`config.mk`:
```
export PLATFORM = sky130hd
export DESIGN_NAME = aavr_coef
export DESIGN_NICKNAME = d
export VERILOG_FILES = /design/src/sv/aavr_pkg.sv /design/src/sv/aavr_coef.sv
export SDC_FILE = /design/constraint.sdc
export NUM_CORES = 2
export LEC_CHECK = 0
export ABC_CLOCK_PERIOD_IN_PS = 13800
export BUFFER_PORTS_ARGS = -buffer_cell sky130_fd_sc_hd__clkbuf_2
export CORE_MARGIN = 2
export CORE_UTILIZATION = 45
export CTS_BUF_LIST = sky130_fd_sc_hd__clkbuf_8
export CTS_CLUSTER_SIZE = 24
export DETAILED_ROUTE_END_ITERATION = 7
export PLACE_DENSITY = 0.72
export SYNTH_ARGS = -nofsm -noshare
export SYNTH_HDL_FRONTEND = slang
export SYNTH_SLANG_ARGS = --single-unit
export TNS_END_PERCENT = 100
```
`constraint.sdc`:
```
create_clock -name clk -period 13.8 [get_ports clk]
set_input_delay 4.14 -clock clk [delete_from_list [all_inputs] [get_ports clk]]
set_output_delay 4.14 -clock clk [all_outputs]
set_load 0.02 [all_outputs]
```
`src/sv/aavr_pkg.sv`:
```
`default_nettype none

package aavr_pkg;

  // Configuration register indexes.
  localparam logic [1:0] REG_AX = 2'd0;
  localparam logic [1:0] REG_AY = 2'd1;
  localparam logic [1:0] REG_AZ = 2'd2;

  localparam logic [31:0] TWO_PI_Q28  = 32'd1686629713;
  localparam logic [31:0] PI_Q28      = 32'd843314857;
  localparam logic [31:0] HALF_PI_Q28 = 32'd421657428;
  localparam logic [31:0] CORDIC_GAIN = 32'd652032874;
  localparam logic [31:0] ONE_Q30     = 32'd1073741824;
  localparam int          CORDIC_STEPS = 31;

  typedef struct packed {
    logic signed [31:0] vec_x;
    logic signed [31:0] vec_y;
    logic signed [31:0] vec_z;
    logic               inverse;
  } in_t;

  typedef struct packed {
    logic signed [31:0] out_x;
    logic signed [31:0] out_y;
    logic signed [31:0] out_z;
  } out_t;

  // Coefficients derived from the rotation vector, plus the status of the unit
  // that derives them.
  typedef struct packed {
    logic               busy;
    logic               zero;
    logic signed [31:0] kx;
    logic signed [31:0] ky;
    logic signed [31:0] kz;
    logic signed [31:0] sn;
    logic signed [31:0] cs;
  } coef_t;

  function automatic logic [31:0] atan_q30(input logic [4:0] i);
    logic [31:0] t;
    case (i)
      5'd0:  t = 32'h3243F6A8;
      5'd1:  t = 32'h1DAC6705;
      5'd2:  t = 32'h0FADBAFC;
      5'd3:  t = 32'h07F56EA6;
      5'd4:  t = 32'h03FEAB76;
      5'd5:  t = 32'h01FFD55B;
      5'd6:  t = 32'h00FFFAAA;
      5'd7:  t = 32'h007FFF55;
      5'd8:  t = 32'h003FFFEA;
      5'd9:  t = 32'h001FFFFD;
      5'd10: t = 32'h000FFFFF;
      5'd11: t = 32'h0007FFFF;
      5'd12: t = 32'h0003FFFF;
      5'd13: t = 32'h0001FFFF;
      5'd14: t = 32'h0000FFFF;
      5'd15: t = 32'h00007FFF;
      5'd16: t = 32'h00003FFF;
      5'd17: t = 32'h00001FFF;
      5'd18: t = 32'h00000FFF;
      5'd19: t = 32'h000007FF;
      5'd20: t = 32'h000003FF;
      5'd21: t = 32'h000001FF;
      5'd22: t = 32'h000000FF;
      5'd23: t = 32'h0000007F;
      5'd24: t = 32'h0000003F;
      5'd25: t = 32'h0000001F;
      5'd26: t = 32'h0000000F;
      5'd27: t = 32'h00000008;
      5'd28: t = 32'h00000004;
      5'd29: t = 32'h00000002;
      5'd30: t = 32'h00000001;
      default: t = 32'h00000000;
    endcase
    return t;
  endfunction

  // Fixed-point product in Q.30, truncated toward zero.
  function automatic logic signed [39:0] mulq(input logic signed [36:0] a,
                                              input logic signed [32:0] b);
    logic [36:0] ma;
    logic [32:0] mb;
    logic [69:0] p;
    logic [39:0] q;
    ma = a[36] ? 37'(-a) : 37'(a);
    mb = b[32] ? 33'(-b) : 33'(b);
    p  = 70'(ma) * 70'(mb);
    q  = p[69:30];
    return (a[36] ^ b[32]) ? -$signed(q) : $signed(q);
  endfunction

endpackage

`default_nettype wire

```
`src/sv/aavr_coef.sv`:
```
`default_nettype none

module aavr_coef (
  input  wire logic          clk,
  input  wire logic          rst,
  input  wire logic          cfg_valid,
  input  wire logic [1:0]    cfg_index,
  input  wire logic [31:0]   cfg_data,
  output aavr_pkg::coef_t    coef
);

  typedef enum logic [3:0] {
    IDLE, SQ, SQRT, DLD, DIV, RED, FOLD, CORD, FIN
  } state_t;

  state_t             state;
  logic [31:0]        a [3];
  logic [5:0]         cnt;
  logic [1:0]         ci;
  logic [63:0]        acc;
  logic [63:0]        res;
  logic [63:0]        bitm;
  logic [31:0]        theta;
  logic [61:0]        dv;
  logic [31:0]        rem;
  logic [31:0]        quo;
  logic [31:0]        r;
  logic               neg;
  logic signed [33:0] x;
  logic signed [33:0] y;
  logic signed [35:0] z;
  logic signed [31:0] kreg [3];
  logic signed [31:0] sn;
  logic signed [31:0] cs;
  logic               zero;

  logic [31:0]        amag;
  logic [63:0]        sq;
  logic [63:0]        acc_next;
  logic [63:0]        trial;
  logic               sq_ge;
  logic [63:0]        res_next;
  logic [32:0]        rem_sh;
  logic               div_ge;
  logic [31:0]        quo_next;
  logic signed [33:0] f0;
  logic signed [33:0] f1;
  logic               fneg;
  logic signed [33:0] dx;
  logic signed [33:0] dy;
  logic signed [35:0] at;
  logic signed [33:0] xn;
  logic signed [33:0] yn;
  logic signed [33:0] one_s;

  always_comb begin
    amag     = a[ci][31] ? 32'(-a[ci]) : a[ci];
    sq       = 64'(amag) * 64'(amag);
    acc_next = acc + sq;
    trial    = res + bitm;
    sq_ge    = acc >= trial;
    res_next = sq_ge ? ((res >> 1) + bitm) : (res >> 1);
    rem_sh   = {rem, dv[61]};
    div_ge   = rem_sh >= {1'b0, theta};
    quo_next = {quo[30:0], div_ge};
    f0       = $signed({2'b00, r});
    if (f0 >= $signed({2'b00, aavr_pkg::PI_Q28})) begin
      f0 = f0 - $signed({2'b00, aavr_pkg::TWO_PI_Q28});
    end
    fneg = 1'b0;
    f1   = f0;
    if (f0 > $signed({2'b00, aavr_pkg::HALF_PI_Q28})) begin
      f1   = f0 - $signed({2'b00, aavr_pkg::PI_Q28});
      fneg = 1'b1;
    end else if (f0 < -$signed({2'b00, aavr_pkg::HALF_PI_Q28})) begin
      f1   = f0 + $signed({2'b00, aavr_pkg::PI_Q28});
      fneg = 1'b1;
    end
    dx    = y >>> cnt[4:0];
    dy    = x >>> cnt[4:0];
    at    = $signed({4'b0000, aavr_pkg::atan_q30(cnt[4:0])});
    xn    = neg ? -x : x;
    yn    = neg ? -y : y;
    one_s = $signed({2'b00, aavr_pkg::ONE_Q30});
  end

  always_ff @(posedge clk) begin
    if (rst) begin
      state <= IDLE;
      a[0]  <= '0;
      a[1]  <= '0;
      a[2]  <= '0;
      zero  <= 1'b1;
      cnt   <= '0;
      ci    <= '0;
    end else if (cfg_valid && (cfg_index == aavr_pkg::REG_AX ||
                               cfg_index == aavr_pkg::REG_AY ||
                               cfg_index == aavr_pkg::REG_AZ)) begin
      unique case (cfg_index)
        aavr_pkg::REG_AX: a[0] <= cfg_data;
        aavr_pkg::REG_AY: a[1] <= cfg_data;
        default:          a[2] <= cfg_data;
      endcase
      state <= SQ;
      ci    <= '0;
      acc   <= '0;
    end else begin
      unique case (state)
        IDLE: begin
        end
        SQ: begin
          acc <= acc_next;
          if (ci == 2'd2) begin
            ci <= '0;
            if (acc_next == '0) begin
              zero  <= 1'b1;
              state <= IDLE;
            end else begin
              zero  <= 1'b0;
              res   <= '0;
              bitm  <= 64'd1 << 62;
              cnt   <= '0;
              state <= SQRT;
            end
          end else begin
            ci <= ci + 2'd1;
          end
        end
        SQRT: begin
          if (sq_ge) begin
            acc <= acc - trial;
          end
          res  <= res_next;
          bitm <= bitm >> 2;
          cnt  <= cnt + 6'd1;
          if (cnt == 6'd31) begin
            theta <= res_next[31:0];
            state <= DLD;
          end
        end
        DLD: begin
          dv    <= {amag, 30'd0};
          rem   <= '0;
          quo   <= '0;
          cnt   <= '0;
          state <= DIV;
        end
        DIV: begin
          rem <= div_ge ? 32'(rem_sh - {1'b0, theta}) : rem_sh[31:0];
          quo <= quo_next;
          dv  <= dv << 1;
          cnt <= cnt + 6'd1;
          if (cnt == 6'd61) begin
            kreg[ci] <= a[ci][31] ? -$signed(quo_next) : $signed(quo_next);
            if (ci == 2'd2) begin
              r     <= theta;
              state <= RED;
            end else begin
              ci    <= ci + 2'd1;
              state <= DLD;
            end
          end
        end
        RED: begin
          if (r >= aavr_pkg::TWO_PI_Q28) begin
            r <= r - aavr_pkg::TWO_PI_Q28;
          end else begin
            state <= FOLD;
          end
        end
        FOLD: begin
          z     <= {f1, 2'b00};
          x     <= $signed({2'b00, aavr_pkg::CORDIC_GAIN});
          y     <= '0;
          neg   <= fneg;
          cnt   <= '0;
          state <= CORD;
        end
        CORD: begin
          if (z >= 0) begin
            x <= x - dx;
            y <= y + dy;
            z <= z - at;
          end else begin
            x <= x + dx;
            y <= y - dy;
            z <= z + at;
          end
          cnt <= cnt + 6'd1;
          if (cnt == 6'(aavr_pkg::CORDIC_STEPS - 1)) begin
            state <= FIN;
          end
        end
        FIN: begin
          cs    <= (xn > one_s) ? 32'(one_s) : (xn < -one_s) ? 32'(-one_s) : 32'(xn);
          sn    <= (yn > one_s) ? 32'(one_s) : (yn < -one_s) ? 32'(-one_s) : 32'(yn);
          state <= IDLE;
        end
        default: state <= IDLE;
      endcase
    end
  end

  always_comb begin
    coef.busy = state != IDLE;
    coef.zero = zero;
    coef.kx   = kreg[0];
    coef.ky   = kreg[1];
    coef.kz   = kreg[2];
    coef.sn   = sn;
    coef.cs   = cs;
  end

endmodule

`default_nettype wire

```
## Word level (Yosys, flattened, before mapping)

Memories as Yosys holds them, arrays and structs flattened. A register that Yosys moved wholly into a read port is not among the register bits.
Cells that the tools add are included.

- Register bits: 563
- RAM bits: 192
- ROM bits: 960
- Output and inout port bits: 162
- Word-level logic and storage cells: 204
- Memories kept: 3

Memory list:

| memory | words | bits a word | rd ports | clocked after Yosys merged registers in | write ports | RTL line | RTL |
|---|---|---|---|---|---|---|---|
| (no name shown) | 32 | 30 | 1 | 1 | 0 | aavr_pkg.sv:44 | `case (i)` |
| a | 3 | 32 | 1 | 1 | 3 | aavr_coef.sv:17 | `logic [31:0] a [3];` |
| kreg | 3 | 32 | 3 | 0 | 1 | aavr_coef.sv:32 | `logic signed [31:0] kreg [3];` |

- Add/sub/neg operators: 21
- Multiply operators: 1
- Order comparisons: 11
- Eq/ne operators: 30
- Shift operators: 2
- Muxes and demuxes: 76
- Bitwise gates (word level): 6
- Reductions and logical operators: 33

Operators by type and width:

| cell | number |
|---|---|
| 64-bit two-way mux | 6 |
| 64-bit case mux with 2 select lines | 3 |
| 32-bit two-way mux | 11 |
| 34-bit two-way mux | 7 |
| 34-bit case mux with 2 select lines | 2 |
| 64-bit adder | 2 |
| 32-bit case mux with 2 select lines | 2 |
| 62-bit case mux with 2 select lines | 1 |
| 36-bit case mux with 2 select lines | 1 |
| 34-bit adder | 2 |
| 34-bit by 32-bit greater-than comparator with 1-bit output (second input constant) | 2 |
| 34-bit by 31-bit < comparator with 1-bit output (second input constant) | 2 |
| 34-bit negator | 2 |
| 34-bit by 5-bit >>> shifter with 34-bit output | 2 |
| 34-bit subtractor | 2 |
| 63-bit by 64-bit adder with 64-bit output | 1 |
| 64-bit greater-or-equal comparator | 1 |
| 64-bit zero test | 1 |
| 32-bit by 32-bit multiplier with 64-bit output | 1 |
| 32-bit negator | 2 |
| 64-bit subtractor | 1 |
| 31-bit case mux with 2 select lines | 1 |
| 36-bit by 33-bit adder with 36-bit output | 1 |
| 36-bit by 1-bit greater-or-equal comparator with 1-bit output (second input constant) | 1 |
| 48 further kinds | 123 |

## Longest topological paths before layout

- Depth in word-level cells: 10
- Mapped depth: 54

## Least setup slack after synthesis

OpenSTA, ideal clock, no wires.

- Kind: register to register
- Start: register (tool-made name)
- End: register bitm[0] (enable)
- Arrival time: 14723 ps
- Data required time: 13249 ps
- Slack: -1474 ps
- Stages on the path, launching flop included: 43
- Clock period less this slack: 15274 ps
- Path through: dfxtp_1 buf_6 mux2i_1 o21a_1 clkbuf_1 clkbuf_1 ha_1 nand3_1 or4_1 or2_2 clkbuf_1 nor2_1 a21oi_1 xnor2_1 inv_1 clkbuf_1 nor2_1 fa_1 [7 not listed] fa_1 inv_1 ha_1 clkbuf_1 a21oi_1 o21ai_0 a221o_1 a21oi_1 o31ai_1 o21ai_0 a21oi_1 o41ai_1 xnor2_1 or3_1 nor2_2 nand2_1 a21oi_1 nor2_1

RTL lines:

| what | RTL line | RTL |
|---|---|---|
| to (signal assigned) | aavr_coef.sv:121 | `bitm <= 64'd1 << 62;` |
| to (signal assigned) | aavr_coef.sv:134 | `bitm <= bitm >> 2;` |
| to (decl) | aavr_coef.sv:22 | `logic [63:0] bitm;` |

==> results.md <==
- Post-synth top area share: 24.8%
- Die H: 432 µm
- Gr ovfl total: 0
- Kind of end point of the critical path: flip-flop
- CP max FO: 19
- H-tree depth: 4
- Post-synthesis sequential area ratio: 25.8%
- Fin nets: 10295
- Largest net degree at the start of global routing: 97
- Avg WL per Cell: 20.8 µm
- Die width: 432 µm
- Commonest non-fill, non-tap cells in the layout: nand2_1, inv_1, fa_1
- CTS Buffer Depth: 3
- Min Tclk post-route: 13.42 ns
- CTS Buf Count: 134
- Post-route setup slack: 0.384 ns
- Commonest non-fill, non-tap cell in the layout: nand2_1
- Final setup vio count: 0
- Initial Util: 45.2%
- Startpoint Class: flip-flop
- EDFF count, synth: 680
- Crit-path max cell delay: 0.62 ns
- Clock Sinks: 725
- Dpl ws: -0.115 ns
- Required time worst endpoint: 14.58 ns
- Worst-Margin Slew: 1.12 ns
- Avg Inst Size Synth: 9.44 µm²
- Crit share post-route: 97.2%
- Crit path DAT: 14.19 ns
- Buf/Inv on CP: 8
- Main synth FF type: edfxtp_1
- Synth async-reset ratio: 0%
- Most used cell, CP: fa_1
- Dominant cell type by area after synthesis: edfxtp_1
- Max Cap Violations: 0
- Vias in the first global route: 66861
- CTS tree: built
- Area growth syn-to-layout: 7.93%
- Crit-path slowest cell: or4_4
- Rows: 157
- DR vias: 65402
- Global-route wire length before repair: 371000 µm
- Final Skew: 0.0678 ns
- Hold crit path type: flip-flop to flip-flop
- Antenna violations before repair: 3
- Worst rel slew slack: 25.2%
- Die area: 187000 µm²
- Root Driver: clkbuf_8
- Layout cells sized above 1: 8.94%
- Post-route ant nets: 0
- Top Family by Delay on Critical Path: adder cells
- Synth cell types: 117
- Final hold violation count: 0
- Total Routing Usage GR: 25.2%
- DP Wirelength: 184000 µm
- Post-synthesis cell count: 8742
- Routability Congestion: 0.981
- IO Pins: 199
- Overall routed net length: 236000 µm
- Status: finished, final reports clean
- Layout Utilization: 48.7%
- Clock latency on the worst-skew pair: 0.93 ns
- Synth top area cells: edfxtp_1, fa_1, ha_1
- Via-to-Cell Ratio: 5.77
- Kind of critical path: flip-flop to flip-flop
- DRT Pass-1 Iters: 6
- Initial detailed-routing violation count: 5761
- Max Clk Rate: 74.5 MHz
- Post-Syn Area: 82500 µm²
- Syn. warnings: 0
- Port bufs: 198
- FILL cells: 16923
- Post-route DRC: 0
- Clock slew at reported path FFs: 0.07 ns
- Slew Limit Fails: 0
- Core area: 183000 µm²
- Number of synthesized register bits: 725
==> final timing paths <==
| path | from | to | slack [ns] | cells past startpoint |
|---|---|---|---|---|
| worst max-delay path | flip-flop | at[1] | 0.38 | 45 |
| worst min register to register | dv[40] | dv[41] | 0.54 | 2 |
| worst max register to register | flip-flop | at[1] | 0.38 | 45 |
| worst min-delay path | dv[40] | dv[41] | 0.54 | 2 |
==> synth_stat cells, drive strengths merged, types with 62 or more instances <==
| cell type | count |
|---|---|
| o31ai | 69 |
| clkbuf | 321 |
| buf | 83 |
| a21oi | 505 |
| o21bai | 63 |
| edfxtp | 680 |
| or3 | 75 |
| fa | 889 |
| nor3 | 139 |
| a211oi | 77 |
| nor2 | 794 |
| and2 | 104 |
| mux2i | 89 |
| nand3 | 117 |
| nand2b | 62 |
| o21a | 82 |
| inv | 952 |
| a21o | 120 |
| a31oi | 75 |
| nand2 | 998 |
| xnor2 | 330 |
| ha | 530 |
| o21ai | 441 |
| nand4 | 67 |
| xor2 | 306 |
| and3 | 102 |
==> routing by layer <==
metal	global-route usage, %	routed length [µm]	vias to the layer above
met5	0	0	-
met4	11.4	11200	0
met3	4.46	17100	615
met2	42.6	114000	2490
met1	31.4	93400	32300
li1	-	-	29997
==> registers in the layout (all words and copies together), names as in the netlist, named ones only <==
signal,flops
kreg,96
y,34
bitm,32
at,30
theta,32
cnt,6
dv,32
neg,1
ci,2
zero,1
res,64
sn,32
acc,64
r,32
state,4
z,36
rem,32
cs,32
x,34
a,96
quo,31
==> layout make-up <==
type	count	area, µm²	area share (%)
multi-input cells	6676	56400	63.3
flip-flops and latches	725	21300	24.0
inverters	961	3610	4.05
well taps	2385	2980	3.35
repair buffers	341	2120	2.38
clock buffers	140	1930	2.16
clock inverters	101	652	0.732
diodes	3	7.51	0.00843
==> per-stage QoR <==
| step | area (µm²) | TNS, ns | hold slack, ns | instances |
|---|---|---|---|---|
| 6_report | 89000 | 0 | 0.540 | 11332 |
| 2_1_floorplan | 82600 | 0 | 0.437 | 8766 |
| 5_1_grt | 89000 | -0.0666 | 0.589 | 11331 |
| 3_5_place_dp | 86300 | -0.409 | 0.557 | 11086 |
| 4_1_cts | 88900 | 0 | 0.550 | 11327 |
| 3_3_place_gp | 86300 | 0 | 0.549 | 11086 |
==> repair_timing <==
item                                    in CTS  in global routing
resized for setup                            2                 33
endpoints found under the setup margin      13                 30
hold endpoints to repair                     0                  0
pin swaps                                    0                  5
hold buffers                                 0                  0
setup buffers                                0                  2
==> worst reg2reg max path, delay by kind of cell (launching register included) <==
family / cells / cell delay [ns]
AO/OA/AOI/OAI: 7 / 1.18
adder cells (fa/ha/maj): 11 / 5.00
flip-flops: 1 / 0.44
AND/OR/NAND/NOR: 14 / 4.48
XOR/XNOR: 1 / 0.18
buffers and inverters: 8 / 1.17
multiplexers: 4 / 0.90
==> kinds of logic (layout without fill, tap and decap cells) <==
kind of cell | Yosys count | after routing | share of synthesized area, %
adder cells (fa/ha/maj) | 1419 | 1419 | 29.6
XOR/XNOR | 636 | 636 | 6.76
flip-flops | 725 | 725 | 25.8
multiplexers | 201 | 201 | 3.49
buffers and inverters | 1365 | 1543 | 6.39
other | 2 | 29 | 0.00910
AND/OR/NAND/NOR | 2682 | 2682 | 14.8
AO/OA/AOI/OAI | 1712 | 1712 | 13.1
Power is not shown: default switching activity piles up to over one toggle a cycle in this logic, so the estimate is an artifact.
